File: src/rtl/dia_pkg.sv
// ----------------------------------------------------------------------------
// dia_pkg
// Types, opcodes and helpers shared by the dual interval ALU.
// ----------------------------------------------------------------------------
package dia_pkg;

  localparam int W  = 32;
  localparam int PW = 2 * W;

  localparam int IN_TDATA_W  = 264;
  localparam int IN_TUSER_W  = 3;
  localparam int OUT_TDATA_W = 136;

  localparam int FLG_EMPTY = 0;
  localparam int FLG_STOP  = 1;
  localparam int FLG_UTOP  = 2;

  typedef logic [W-1:0]  word_t;
  typedef logic [PW-1:0] prod_t;

  localparam word_t SMIN = {1'b1, {(W-1){1'b0}}};

  typedef enum logic [2:0] {
    OP_ADD  = 3'd0,
    OP_SUB  = 3'd1,
    OP_MUL  = 3'd2,
    OP_UDIV = 3'd3,
    OP_SDIV = 3'd4,
    OP_JOIN = 3'd5,
    OP_TOP  = 3'd6
  } op_t;

  typedef struct packed {
    logic  empty;
    logic  stop;
    logic  utop;
    word_t slo;
    word_t shi;
    word_t ulo;
    word_t uhi;
  } ival_t;

  // front end to back end, one request
  typedef struct packed {
    op_t             op;
    ival_t           early;
    logic [3:0]      sneg;
    logic [3:0][W-1:0] sv;
    logic            sov;
    logic [3:0][W-1:0] uv;
    logic            uov;
  } side_t;

  function automatic logic is_neg(input word_t x);
    return x[W-1];
  endfunction

  function automatic word_t mag(input word_t x);
    return x[W-1] ? word_t'(-x) : x;
  endfunction

  function automatic logic s_lt(input word_t x, input word_t y);
    return (x ^ SMIN) < (y ^ SMIN);
  endfunction

  function automatic word_t lim(input logic neg);
    return neg ? SMIN : word_t'(SMIN - word_t'(1));
  endfunction

endpackage

File: src/rtl/dia_div.sv
// ----------------------------------------------------------------------------
// dia_div
// Unsigned restoring divider, one quotient bit per pipeline stage.
// ----------------------------------------------------------------------------
module dia_div (
  input  logic           clk,
  input  logic           en,
  input  dia_pkg::word_t num,
  input  dia_pkg::word_t den,
  output dia_pkg::word_t quo
);
  import dia_pkg::*;

  word_t          rem_r [W-1];
  word_t          den_r [W-1];
  word_t          quo_r [W];
  word_t          r_in  [W];
  word_t          q_in  [W];
  word_t          d_in  [W];
  logic [W:0]     shf   [W];
  logic [W+1:0]   trl   [W];

  always_comb begin
    for (int k = 0; k < W; k++) begin
      if (k == 0) begin
        r_in[k] = '0;
        q_in[k] = num;
        d_in[k] = den;
      end else begin
        r_in[k] = rem_r[k-1];
        q_in[k] = quo_r[k-1];
        d_in[k] = den_r[k-1];
      end
      shf[k] = {r_in[k], q_in[k][W-1]};
      trl[k] = {1'b0, shf[k]} - {2'b00, d_in[k]};
    end
  end

  always_ff @(posedge clk) begin
    if (en) begin
      for (int k = 0; k < W; k++) begin
        quo_r[k] <= {q_in[k][W-2:0], ~trl[k][W+1]};
        if (k < W - 1) begin
          rem_r[k] <= trl[k][W+1] ? shf[k][W-1:0] : trl[k][W-1:0];
          den_r[k] <= d_in[k];
        end
      end
    end
  end

  assign quo = quo_r[W-1];

endmodule

File: config.mk
export PLATFORM = sky130hd
export DESIGN_NAME = dia_div
export DESIGN_NICKNAME = d
export VERILOG_FILES = /design/src/rtl/dia_pkg.sv /design/src/rtl/dia_div.sv
export SDC_FILE = /design/constraint.sdc
export NUM_CORES = 2
export LEC_CHECK = 0
export BUFFER_PORTS_ARGS = -buffer_cell sky130_fd_sc_hd__buf_2
export CAP_MARGIN = 5
export CORE_ASPECT_RATIO = 0.6
export CORE_MARGIN = 8
export CORE_UTILIZATION = 49
export CTS_BUF_LIST = sky130_fd_sc_hd__clkbuf_16
export CTS_CLUSTER_DIAMETER = 150
export DETAILED_ROUTE_END_ITERATION = 16
export GPL_TIMING_DRIVEN = 0
export PLACE_DENSITY_LB_ADDON = 0.08
export SYNTH_ARGS = -nofsm -noshare
export SYNTH_HDL_FRONTEND = slang
export SYNTH_SLANG_ARGS = --single-unit
File: constraint.sdc
create_clock -name clk -period 8.1 [get_ports clk]
set_input_delay 0.405 -clock clk [delete_from_list [all_inputs] [get_ports clk]]
set_output_delay 0.405 -clock clk [all_outputs]
set_load 0.02 [all_outputs]
* Yosys cells after proc, flatten, opt, wreduce, memory -nomap -nowiden *
Memory sizes are Yosys's and may differ from the RTL's.
Index checks and enable logic that the tools add are counted.

cells by class
  $add $sub $neg = 32
  multipliers = 0
  divide/modulo/power cells = 0
  order comparisons = 0
  equality and inequality tests = 0
  shifts and indexed selects = 0
  multiplexer cells = 33
  bitwise operators = 32
  reduce and logical (&&, ||, !) cells = 0

operators by type and width
  cell                          number
  subtractor 33 x 32 -> 34 bit  31
  two-way mux 32 bit            31
  subtractor 1 x 32 -> 33 bit   1
  inverter 1 bit                32
  two-way mux 1 bit             2

word-level totals
  bits in registers = 0
  bits in latches = 0
  RAM bits = 3008
  memory bits (read-only) = 0
  input bits = 66
  output and inout bits = 32
  memories kept = 3

memories
  name   depth  width  rd ports  clocked after Yosys merged registers in  write ports  RTL line       RTL
  quo_r  32     32     32        0                                        32           dia_div.sv:16  word_t quo_r [W];
  den_r  31     32     31        0                                        31           dia_div.sv:15  word_t den_r [W-1];
  rem_r  31     32     31        0                                        31           dia_div.sv:14  word_t rem_r [W-1];

* Logic depth before layout (Yosys ltp) *
An unclocked memory read counts as a cell.

  depth in word-level cells = 3
  depth in mapped cells = 15
  mapped depth without buffers = 15

* Worst setup path before layout *
Ideal clock, no wire load.

  path type = register to register
  start point = memory quo_r[1][31] in the netlist's numbering
  end point = memory rem_r[1][62] in the netlist's numbering, data pin
  setup time = 254 ps
  arrival = 3359 ps
  setup slack = 4487 ps
  cell stages (with the launch flop) = 16
  buffers on the path = 0
  period minus slack after synthesis = 3613 ps
  path through = edfxtp_1 > inv_1 > ha_1 > inv_1 > fa_1 > a21o_1 > a21oi_1 > o211ai_1 > a2111oi_0 > o21bai_1 > a31oi_1 > o31ai_1 > a31oi_1 > mux2i_1 > a31oi_1 > a21o_1

RTL lines
  what             RTL line
  start, declared  dia_div.sv:16
  end, declared    dia_div.sv:14

==> results.sh <==
export IMPL_ir_drop_mv=0.178
export IMPL_use_met1=0.401
export IMPL_avgSynthCellArea_um2=12.3
export IMPL_die_w_um=730
export IMPL_clock_skew_ns=0.0613
export IMPL_cts_made_buffers=302
export IMPL_cp_end_kind="register"
export IMPL_grt_overflow=0
export IMPL_fin_nets=13800
export IMPL_clkTransAtPathRegs_ns=0.06
export IMPL_start_util=0.492
export IMPL_fp_row_count=157
export IMPL_post_cts_buffers=0
export IMPL_fmax_mhz=172
export IMPL_p_total_mw=68.2
export IMPL_ys_ff_latch=3008
export IMPL_drc=0
export IMPL_slew_headroom=0.0623
export IMPL_ys_seq_area_frac=0.603
export IMPL_gp_congestion=0.922
export IMPL_wl_per_cell_um=22.4
export IMPL_p_per_area_nw_per_um2=410
export IMPL_startpoint_type="register"
export IMPL_vias_per_cell=5.68
export IMPL_worstSetupPathType="register to register"
export IMPL_finalWorstPathRequiredPeriod_ns=5.82
export IMPL_wl_um=379000
export IMPL_rsz0062_at_grt="false"
export IMPL_synth_area_leaders="edfxtp_1, ha_1, a21oi_1"
export IMPL_yosysUniqueCellTypes=104
export IMPL_r2r_slack_ns=2.28
export IMPL_cp_data_arrival_time_ns=6.32
export IMPL_max_stage_delay_ns=0.83
export IMPL_antenna_left=0
export IMPL_core_um2=305000
export IMPL_yosys_area_top_type="edfxtp_1"
export IMPL_regArea_um2=90300
export IMPL_groute_usage_overall=0.227
export IMPL_vias=96300
export IMPL_cts_root_buffer="clkbuf_16"
export IMPL_cts_sinks=3008
export IMPL_synth_xor_xnor_area_share=0.0464
export IMPL_grt_pass1_wl_um=565000
export IMPL_outcome="completed"
export IMPL_synth_top_cell_area_share=0.603
export IMPL_hold_path_class="input port to register"
export IMPL_synth_top_flop_cell="edfxtp_1"
export IMPL_grt_max_degree=190
export IMPL_maxSlewViolCount=0
export IMPL_io_buffers=97
export IMPL_drt_iter0_markers=10000
export IMPL_tightest_slew_ns=1.39
export IMPL_synthAdderAreaFrac=0.0869
export IMPL_clockBufferDepth=4
export IMPL_synth_edf_count=3008
export IMPL_clk_latency_ns=0.91
export IMPL_ys_warn_count=0
export IMPL_crit_slowest_cell="clkbuf_1"
export IMPL_period_share=0.718
export IMPL_crit_fanout=10
export IMPL_path_cells="inv_1 -> ha_1 -> nor2b_1 -> o2111ai_1 -> a31oi_1 -> o2111ai_1 -> a211oi_1 -> nor3_1 -> nand2b_1 -> o21a_1 -> clkbuf_1 -> clkbuf_1 -> o21ai_0"
export IMPL_cts_resized=0
export IMPL_firstDrtPassIters=9
export IMPL_maxCapViolations=0
export IMPL_antenna_found_initial=15
export IMPL_grt_util_met2=0.271
export IMPL_async_reset_ff_frac=0
export IMPL_syn_instance_count=12200
export IMPL_finalSetupViolations=0
export IMPL_fp_dieArea_um2=324000
export IMPL_synth_common_cells="edfxtp_1, inv_1, ha_1"
export IMPL_tritoncts="done"
export IMPL_synth_compound_area_frac=0.131
export IMPL_die_h_um=444
export IMPL_synth_simple_area_share=0.0762
export IMPL_busiest_layer="met1"
export IMPL_final_core_util=0.546
export IMPL_grt_pass1_vias=89600
export IMPL_yosysMostFrequentCell="edfxtp_1"
export IMPL_finalHoldViolCount=0
export IMPL_htree_levels=5
export IMPL_grtUsageMet3=0.0505
export IMPL_io_pins=98
export IMPL_drive_gt1_frac=0.0711
export IMPL_synth_top_family_by_area="compound AO/OA/AOI/OAI gates"
export IMPL_post_dp_hpwl_um=285000
export IMPL_multi_input_area_um2=54000
export IMPL_fin_tns_setup_ns=0
export IMPL_n_fill_cell=25300
export IMPL_cp_required_ns=8.60
export IMPL_synth_mux_area_frac=0.0189
export IMPL_syn_to_final_growth_pct=11.0
export IMPL_leakage_nw=66.5
export IMPL_synth_cell_area_um2=150000
flip-flops by register name, indices dropped and copies added, names as in the netlist:
signal,cells
den_r,992
quo_r,1024
rem_r,992
stage by stage:
stage	area, µm²	hold slack, ns	instances	setup slack, ns
after floorplan	150000	0.400	12200	4.49
after global placement	155000	0.400	16300	-41.35
after detailed placement	156000	0.405	16400	2.58
after CTS	166000	0.0366	16900	2.46
after global routing	166000	0.0321	16900	2.12
final	166000	0.0192	17000	2.28
worst paths after layout:
path / startpoint / to / cells after the start
setup / recovery: quo_r[1][287]$_DFFE_PP_ / rem_r[1][319]$_DFFE_PP_ / 13
hold / removal: en / rem_r[0][28]$_SDFFCE_PN0P_ / 1
setup reg to reg: quo_r[1][287]$_DFFE_PP_ / rem_r[1][319]$_DFFE_PP_ / 13
hold reg to reg: quo_r[1][448]$_DFFE_PP_ / quo_r[1][481]$_DFFE_PP_ / 0
power by group:
group,switching [mW],total [mW],internal (mW)
combinational,17.9,29.4,11.5
clock,6.00,13.8,7.84
sequential,2.61,25.0,22.4
total,26.5,68.2,41.7
cells by family (layout without fill, tap and decap cells):
kind of cell             count (synthesis)  in the layout
AND/OR/NAND/NOR                       2500           2500
other                                    1             22
flip-flops                            3008           3008
buffers and inverters                 1449           2160
XOR/XNOR                               794            794
multiplexers                           252            252
AO/OA/AOI/OAI                         3139           3139
adder cells (fa/ha/maj)               1023           1023
placed cells by master, fill, tap and decap left out, types with 24 or more instances in the layout:
| master | instances |
|---|---|
| xor2_1 | 341 |
| o31ai_1 | 64 |
| o21ai_0 | 770 |
| o21a_1 | 142 |
| a211oi_1 | 78 |
| nand2_1 | 899 |
| inv_1 | 1256 |
| and3_1 | 91 |
| dlygate4sd3_1 | 64 |
| nor2b_1 | 123 |
| nor2_1 | 702 |
| mux2i_1 | 24 |
| o21bai_1 | 109 |
| nor4_1 | 31 |
| nand3_1 | 181 |
| a21oi_1 | 988 |
| nor3_1 | 114 |
| a211o_1 | 33 |
| clkinv_2 | 51 |
| xnor2_1 | 453 |
| and2_1 | 36 |
| bufinv_16 | 29 |
| fa_1 | 30 |
| buf_2 | 143 |
| a21o_1 | 452 |
| o211ai_1 | 45 |
| clkbuf_16 | 307 |
| edfxtp_1 | 3008 |
| a31oi_1 | 103 |
| clkinv_1 | 63 |
| ha_1 | 993 |
| o21ai_1 | 30 |
| clkbuf_1 | 169 |
| or3_1 | 43 |
| mux2_2 | 219 |
| nand4_1 | 68 |
| nand2b_1 | 121 |
critical path: cells and delay by family (launching register included):
family | cells | cell delay [ns]
compound gates | 6 | 1.95
fa+ha+maj | 1 | 0.27
simple gates | 3 | 0.88
flops | 1 | 0.38
buf+inv | 3 | 1.89
final cells by class:
| type | count | area share |
|---|---|---|
| repair buffers | 180 | 0.0100 |
| clock inverters | 224 | 0.0117 |
| inverters | 1214 | 0.0274 |
| multi-input cells | 7723 | 0.325 |
| flip-flops and latches | 3008 | 0.543 |
| clock buffers | 307 | 0.0462 |
| diodes | 7 | 0.000105 |
| plain buffers | 235 | 0.00601 |
| well taps | 4054 | 0.0305 |
per-layer routing:
layer	wire [µm]	vias to the layer above
li1	-	45700
met1	208000	46800
met2	132000	3380
met3	33700	407
met4	6150	0
met5	0	-
timing repair:
item	in CTS	in global routing
hold buffers	64	0
endpoints found under the hold margin	64	0
setup endpoints to repair	0	0
(Power assumes the default switching activity.)
