===== src/rtl/dia_pkg.sv =====
// ----------------------------------------------------------------------------
// dia_pkg
// Types, opcodes and helpers shared by the dual interval ALU.
// ----------------------------------------------------------------------------
package dia_pkg;

  localparam int W  = 32;
  localparam int PW = 2 * W;

  localparam int IN_TDATA_W  = 264;
  localparam int IN_TUSER_W  = 3;
  localparam int OUT_TDATA_W = 136;

  localparam int FLG_EMPTY = 0;
  localparam int FLG_STOP  = 1;
  localparam int FLG_UTOP  = 2;

  typedef logic [W-1:0]  word_t;
  typedef logic [PW-1:0] prod_t;

  localparam word_t SMIN = {1'b1, {(W-1){1'b0}}};

  typedef enum logic [2:0] {
    OP_ADD  = 3'd0,
    OP_SUB  = 3'd1,
    OP_MUL  = 3'd2,
    OP_UDIV = 3'd3,
    OP_SDIV = 3'd4,
    OP_JOIN = 3'd5,
    OP_TOP  = 3'd6
  } op_t;

  typedef struct packed {
    logic  empty;
    logic  stop;
    logic  utop;
    word_t slo;
    word_t shi;
    word_t ulo;
    word_t uhi;
  } ival_t;

  // front end to back end, one request
  typedef struct packed {
    op_t             op;
    ival_t           early;
    logic [3:0]      sneg;
    logic [3:0][W-1:0] sv;
    logic            sov;
    logic [3:0][W-1:0] uv;
    logic            uov;
  } side_t;

  function automatic logic is_neg(input word_t x);
    return x[W-1];
  endfunction

  function automatic word_t mag(input word_t x);
    return x[W-1] ? word_t'(-x) : x;
  endfunction

  function automatic logic s_lt(input word_t x, input word_t y);
    return (x ^ SMIN) < (y ^ SMIN);
  endfunction

  function automatic word_t lim(input logic neg);
    return neg ? SMIN : word_t'(SMIN - word_t'(1));
  endfunction

endpackage


===== src/rtl/dia_back.sv =====
// ----------------------------------------------------------------------------
// dia_back
// Corner selection, min/max reduction and result formatting (2 stages).
// ----------------------------------------------------------------------------
module dia_back (
  input  logic                        clk,
  input  logic                        en,
  input  dia_pkg::side_t              side,
  input  logic [3:0][dia_pkg::W-1:0]  q,
  output logic [2:0]                  result_flags,
  output dia_pkg::word_t              result_signed_low,
  output dia_pkg::word_t              result_signed_high,
  output dia_pkg::word_t              result_unsigned_low,
  output dia_pkg::word_t              result_unsigned_high
);
  import dia_pkg::*;

  logic [3:0][W-1:0] cs, cu, cs_r, cu_r;
  logic              ovs, ovu, ovs_r, ovu_r, upd_s, upd_u, upd_s_r, upd_u_r;
  logic              late;
  ival_t             early_r, r;
  word_t             smin, smax, umin, umax;
  logic [2:0]        flags_nxt, flags_r;
  word_t             slo_r, shi_r, ulo_r, uhi_r;

  function automatic word_t pick_min(input word_t x, input word_t y, input logic sg);
    return (sg ? s_lt(y, x) : (y < x)) ? y : x;
  endfunction

  function automatic word_t pick_max(input word_t x, input word_t y, input logic sg);
    return (sg ? s_lt(x, y) : (x < y)) ? y : x;
  endfunction

  always_comb begin
    late  = !side.early.empty &&
            (side.op == OP_MUL || side.op == OP_UDIV || side.op == OP_SDIV);
    upd_s = late && (side.op == OP_MUL || side.op == OP_SDIV);
    upd_u = late && (side.op == OP_MUL || side.op == OP_UDIV);
    ovs   = 1'b0;
    ovu   = 1'b0;
    for (int i = 0; i < 4; i++) begin
      if (side.op == OP_SDIV) begin
        cs[i] = side.sneg[i] ? word_t'(-q[i]) : q[i];
        if (q[i] > lim(side.sneg[i])) ovs = 1'b1;
      end else begin
        cs[i] = side.sv[i];
      end
      cu[i] = (side.op == OP_UDIV) ? q[i] : side.uv[i];
    end
    if (side.op == OP_MUL) begin
      ovs = side.sov;
      ovu = side.uov;
    end
  end

  always_ff @(posedge clk) begin
    if (en) begin
      early_r <= side.early;
      cs_r    <= cs;
      cu_r    <= cu;
      ovs_r   <= ovs;
      ovu_r   <= ovu;
      upd_s_r <= upd_s;
      upd_u_r <= upd_u;
    end
  end

  always_comb begin
    smin = pick_min(pick_min(cs_r[0], cs_r[1], 1'b1), pick_min(cs_r[2], cs_r[3], 1'b1), 1'b1);
    smax = pick_max(pick_max(cs_r[0], cs_r[1], 1'b1), pick_max(cs_r[2], cs_r[3], 1'b1), 1'b1);
    umin = pick_min(pick_min(cu_r[0], cu_r[1], 1'b0), pick_min(cu_r[2], cu_r[3], 1'b0), 1'b0);
    umax = pick_max(pick_max(cu_r[0], cu_r[1], 1'b0), pick_max(cu_r[2], cu_r[3], 1'b0), 1'b0);
    r = early_r;
    if (upd_s_r) begin
      r.stop = r.stop | ovs_r;
      r.slo  = smin;
      r.shi  = smax;
    end
    if (upd_u_r) begin
      r.utop = r.utop | ovu_r;
      r.ulo  = umin;
      r.uhi  = umax;
    end
    flags_nxt = '0;
    if (r.empty) begin
      flags_nxt[FLG_EMPTY] = 1'b1;
    end else begin
      flags_nxt[FLG_STOP] = r.stop;
      flags_nxt[FLG_UTOP] = r.utop;
    end
  end

  always_ff @(posedge clk) begin
    if (en) begin
      flags_r <= flags_nxt;
      slo_r   <= (r.empty || r.stop) ? '0 : r.slo;
      shi_r   <= (r.empty || r.stop) ? '0 : r.shi;
      ulo_r   <= (r.empty || r.utop) ? '0 : r.ulo;
      uhi_r   <= (r.empty || r.utop) ? '0 : r.uhi;
    end
  end

  assign result_flags         = flags_r;
  assign result_signed_low    = slo_r;
  assign result_signed_high   = shi_r;
  assign result_unsigned_low  = ulo_r;
  assign result_unsigned_high = uhi_r;

endmodule


===== config.mk =====
export PLATFORM = sky130hd
export DESIGN_NAME = dia_back
export DESIGN_NICKNAME = d
export VERILOG_FILES = /design/src/rtl/dia_pkg.sv /design/src/rtl/dia_back.sv
export SDC_FILE = /design/constraint.sdc
export NUM_CORES = 2
export LEC_CHECK = 0
export BUFFER_PORTS_ARGS = -buffer_cell sky130_fd_sc_hd__buf_2
export CAP_MARGIN = 20
export CORE_UTILIZATION = 54
export DETAILED_ROUTE_END_ITERATION = 6
export PLACE_DENSITY = 0.78
export SETUP_SLACK_MARGIN = 0.3
export SLEW_MARGIN = 20
export SYNTH_ARGS = -nofsm -noshare
export SYNTH_HDL_FRONTEND = slang
export SYNTH_SLANG_ARGS = --single-unit

===== constraint.sdc =====
create_clock -name clk -period 10.7 [get_ports clk]
set_input_delay 0.535 -clock clk [delete_from_list [all_inputs] [get_ports clk]]
set_output_delay 0.535 -clock clk [all_outputs]
set_load 0.1 [all_outputs]

# [Yosys cells after proc, flatten, opt, wreduce, memory -nomap -nowiden]
# Index checks and enable logic that the tools add are counted.
[classes] bitwise=10 reduce_logical=9 n_lt_le_gt_ge=16 add_sub_neg=4 n_mux=42 eq_ne=3
[op_table] operator="$mux W32" count=28
[op_table] operator="$lt A32 B32 Y1" count=12
[op_table] operator="$gt A32 B32 Y1" count=4
[op_table] operator="$mux W64" count=2
[op_table] operator="$neg A32 Y32" count=4
[op_table] operator="$mux W1" count=12
[op_table] operator="$not A1 Y1" count=8
[op_table] operator="$eq A3 B2 Y1 const B" count=2
[op_table] operator="$logic_or A1 B1 Y1" count=5
[op_table] operator="$eq A3 B3 Y1 const B" count=1
[op_table] operator="$logic_and A1 B1 Y1" count=3
[op_table] operator="$or A1 B1 Y1" count=2
[op_table] operator="$logic_not A1 Y1" count=1
[word_totals] elab_cells=109 output_inout_bits=131 regBits=522 inputBits=526

# [Depth between registers and ports, before layout]
[depth] depth_word=11 depth_mapped=24 ltp_nobuf=20

# [Worst setup path after synthesis]
# No wires, ideal clock.
[synth_timing] path_type="register -> register" startpoint="reg cs_r[93] (netlist name)" endpoint="reg slo_r[11], in the netlist result_signed_low[11], data pin" stages_incl_launch_ff=23 t_required_ns=10.565 setup_time_ns=0.135 arrival_time_ns=5.443 synth_period_minus_slack_ns=5.578 n_path_buf=4 path_slack_ns=5.122 cell_sequence="edfxtp_1 > ha_1 > a21o_1 > a21o_1 > a22o_1 > a211o_1 > a21oi_1 > nand2b_1 > clkbuf_1 > clkbuf_1 > mux2_2 > ha_1 > a21o_1 > a21o_1 > a21o_1 > a211o_1 > a21oi_1 > o221ai_1 > a2111oi_2 > clkbuf_1 > buf_1 > nand3_1 > nand3_1"
[synth_via] elab_chain_cells=6
[synth_lines] element="start: declaration" line_no="dia_back.sv:18" text="logic [3:0][W-1:0] cs, cu, cs_r, cu_r;"
[synth_lines] element="start signal: assignment" line_no="dia_back.sv:59" text="cs_r <= cs;"
[synth_lines] element="$lt A32 B32 Y1" line_no="dia_pkg.sv:63" text="return (x ^ SMIN) < (y ^ SMIN);"
[synth_lines] element="$mux W32 *" line_no="dia_back.sv:27" text="return (sg ? s_lt(y, x) : (y < x)) ? y : x;"
[synth_lines] element="$not A1 Y1 (no source line)"
[synth_lines] element="$lt A32 B32 Y1" line_no="dia_pkg.sv:63"
[synth_lines] element="$mux W32 *" line_no="dia_back.sv:27"
[synth_lines] element="$mux W64 *" line_no="dia_back.sv:74" text="if (upd_s_r) begin"
[synth_lines] element="end signal: assignment" line_no="dia_back.sv:96" text="slo_r <= (r.empty || r.stop) ? '0 : r.slo;"
[synth_lines] element="end: declaration" line_no="dia_back.sv:24" text="word_t slo_r, shi_r, ulo_r, uhi_r;"
# Every way passes the cells marked *; elsewhere a longest branch is shown, timed or not.
# A chain may end at the register's enable or synchronous reset.

# [Worst setup path after layout]
[layout_timing] startpoint="reg cu_r[61] (netlist name)" endpoint="reg uhi_r[25], in the netlist result_unsigned_high[25], data pin"
[layout_via] elab_chain_cells=5
[layout_lines] element="start: declaration" line_no="dia_back.sv:18"
[layout_lines] element="start signal: assignment" line_no="dia_back.sv:60" text="cu_r <= cu;"
[layout_lines] element="$lt A32 B32 Y1" line_no="dia_back.sv:31" text="return (sg ? s_lt(x, y) : (x < y)) ? y : x;"
[layout_lines] element="$mux W32 *" line_no="dia_back.sv:31"
[layout_lines] element="$lt A32 B32 Y1" line_no="dia_back.sv:31"
[layout_lines] element="$mux W32 *" line_no="dia_back.sv:31"
[layout_lines] element="$mux W64 *" line_no="dia_back.sv:79" text="if (upd_u_r) begin"
[layout_lines] element="end signal: assignment" line_no="dia_back.sv:99" text="uhi_r <= (r.empty || r.utop) ? '0 : r.uhi;"
[layout_lines] element="end: declaration" line_no="dia_back.sv:24"
# Marks and branches as above.

==> results.yml <==
sta:
  rsz0062_at_grt: "no"
  finalMaxSlewViolations: 0
  worstMarginPinSlew_ns: 1.13
  fin_crit_ns: 6.80
  fmax_mhz: 147
  setup_viol: 0
  finalClockSkew_ns: 0.0555
  slew_headroom_pct: 24.3
  fin_crit_sh_pct: 63.5
  holdWs_ns: 0.0554
  finalSetupTns_ns: 0
  finalHoldViolCount: 0
  setup_slack_ns: 3.90
synth:
  yosysSeqAreaShare_pct: 43.7
  syn_nets: 4360
  syn_inst: 3450
  ys_ff_latch: 522
  synth_area_um2: 35900
  synthFlopType: "edfxtp_1"
  syn_area_per_cell_um2: 10.4
  synth-edff-count: 522
  synthDistinctLibCells: 69
  yosys_warnings: 0
  synthArstFlopShare_pct: 0
cts:
  cts_tree: "built"
  post_cts_buffers: 0
  cts_made_buffers: 58
  clock_sinks: 522
  cts_buffer_depth: 3
  clkLatencyLatePin_ns: 0.65
  htree_levels: 2
  cts_hold_buffers: 0
  path_clk_slew_ns: 0.06
  cts_resized: 0
  root_buffer: "clkbuf_16"
worst_setup_path:
  cp_num_cells: 19
  worstSetupStartpointType: "flip-flop"
  slowest_stage: "nor3_2"
  ff2ff_path_depth: 19
  cp_max_fo: 51
  end_kind: "flip-flop"
  crit_chain: "ha_1 > nand4_1 > or4_1 > nor2_1 > and2_1 > o21a_1 > buf_4 > mux2_2 > ha_1 > a21o_1 > a21o_1 > a21o_1 > a221o_1 > a221oi_1 > o21ai_1 > nor3_2 > buf_4 > a21o_1 > o21ai_1"
  critPathRequiredTime_ns: 11.06
  cp_top_family: "simple AND/OR/NAND/NOR gates"
  cpPeakStageDelay_ns: 0.76
  cp.buffers_inverters: 2
  crit_path_frequent_cell: "a21o_1"
  path_class: "flip-flop to flip-flop"
  arrival_ns: 7.16
drt:
  wl_per_cell_um: 28.5
  viasPerCell: 6.40
  drt_iter0_drc: 4966
  route.antenna.remaining_nets: 0
  drt_wl_total_um: 141000
  drt_pre_antenna_iters: 6
  vias: 31700
  drcViolationCount: 0
placed_design:
  gp_congestion: 1.07
  dpl.hpwl_um: 112000
  port_buffers: 656
  dp_slack_ns: 4.15
  dpl_cell_area_um2: 40000
run_status:
  outcome: "finished clean"
flow_run:
  cap_viol_max_count: 0
global_route:
  grt_usage_pct: 40.6
  overflow: 0
  grt_pass1_vias: 28900
  grt_max_degree: 163
  antenna_found_initial: 13
  grt_pass1_wl_um: 197000
final_layout:
  design_area_um2: 41900
  drive_above_1_share_pct: 25.4
  nets: 4947
  syn_to_final_growth_pct: 16.9
  n_fill_cell: 5313
worst_hold_path:
  hold_depth: 1
  hold_class: "input port to flip-flop"
die:
  die_w_um: 260
  start_util_pct: 54.6
  core_um2: 65700
  die-area_um2: 67500
  ios: 657
  die_h_um: 260
  rows: 94
pwr:
  leakage_nw: 18.5
  irDropWorstVdd_mv: 0.144
  power.density_nw_per_um2: 168
## state kept, by name, summed over array words and instances, names as in the netlist, 3 cells and up
register              flops
cu_r                    128
result_flags              3
result_unsigned_low      32
result_signed_low        32
early_r                 131
result_unsigned_high     32
cs_r                    128
result_signed_high       32
## final cells by class
cell class,count,area [um^2],area share [%]
antenna,10,25.0,0.0597
clock buffer,69,1490,3.56
clock inverter,37,375,0.895
inverter,159,597,1.42
multi-input combinational,2604,19100,45.5
sequential,522,15700,37.4
tap,864,1080,2.58
timing repair buffer,692,3600,8.58
## routing by layer
layer,GRT usage [%],part of all wire (%),vias up
li1,-,-,14200
met1,55.9,39,15000
met2,61.7,44,2202
met3,8.42,12,308
met4,17.7,4.8,16
met5,0,0.070,-
## metrics by stage
| step | total power (W) | std cells | util (%) |
|---|---|---|---|
| final | 0.00702 | 4957 | 63.8 |
| after global placement | 0.00493 | 4840 | 60.8 |
| after floorplan | 0.00409 | 3450 | - |
| after detailed placement | 0.00495 | 4840 | 60.8 |
| after CTS | 0.00694 | 4946 | 63.7 |
| after global routing | 0.00725 | 4949 | 63.7 |
## synthesized netlist by cell type (all sizes together) (17+ instances only)
cell    count  area share [%]
mux2      210             6.6
nand3b     33            0.69
o21a       25            0.52
o21ai     276             3.9
clkbuf    154             1.6
xor2      112             2.7
inv       159             1.7
a21o      141             3.0
edfxtp    522              44
nand3     123             1.7
nor2       88            0.92
or3        17            0.34
ha        384              13
nand2     431             4.5
or4        27            0.61
nand4      75             1.3
mux2i      68             1.9
nor3       53            0.74
nor4       23            0.40
or3b       32            0.79
a21oi     221             3.1
o31ai      39            0.88
o211ai     77             1.6
## path summary, 6_finish.rpt
kind,startpoint,end,slack (ns)
worst max-delay path,cu_r[61]$_DFFE_PP_,result_unsigned_high[25]$_SDFFCE_PP0P_,3.90
worst min-delay path,side[337],early_r[75]$_DFFE_PP_,0.06
worst max register to register,cu_r[61]$_DFFE_PP_,result_unsigned_high[25]$_SDFFCE_PP0P_,3.90
worst min register to register,early_r[41]$_DFFE_PP_,result_unsigned_low[9]$_SDFFCE_PP0P_,0.52
## where the power goes
group | total [W] | internal, W | switching (W)
Clock | 0.00201 | 0.00112 | 0.000892
Combinational | 0.00242 | 0.000754 | 0.00167
Sequential | 0.00259 | 0.00247 | 0.000123
## cell families after synthesis
kind of cell | after synthesis | synth area share [%]
and+or+nand+nor | 947 | 12.8
AOI/OAI and AO/OA | 875 | 15.2
DFF | 522 | 43.7
adders and majority gates | 384 | 13.4
buffers and inverters | 324 | 3.41
muxes | 278 | 8.49
xor gates and xnor gates | 120 | 2.93
## cells in the final DEF (no fill, tap or decap), types with 8 or more instances in the layout
cell type     n
a211o_1       8
a211oi_1     14
a21o_1      140
a21oi_1     219
buf_2       655
buf_4        34
clkbuf_1     11
clkbuf_16    58
clkinv_1     10
clkinvlp_4    9
diode_2      10
edfxtp_1    522
ha_1        384
inv_1       159
mux2_2      210
mux2i_1      68
nand2_1     430
nand2b_1     13
nand3_1     123
nand3b_1     33
nand4_1      75
nor2_1       87
nor2b_1      12
nor3_1       50
nor4_1       23
o211ai_1     77
o21a_1       25
o21ai_0     181
o21ai_1      94
o221ai_1      8
o31ai_1      35
o41ai_1      14
or3_1        14
or3b_1        8
or3b_2       23
or4_1        23
xnor2_1       8
xor2_1      112
No activity file was read; power rests on OpenSTA's default activity.
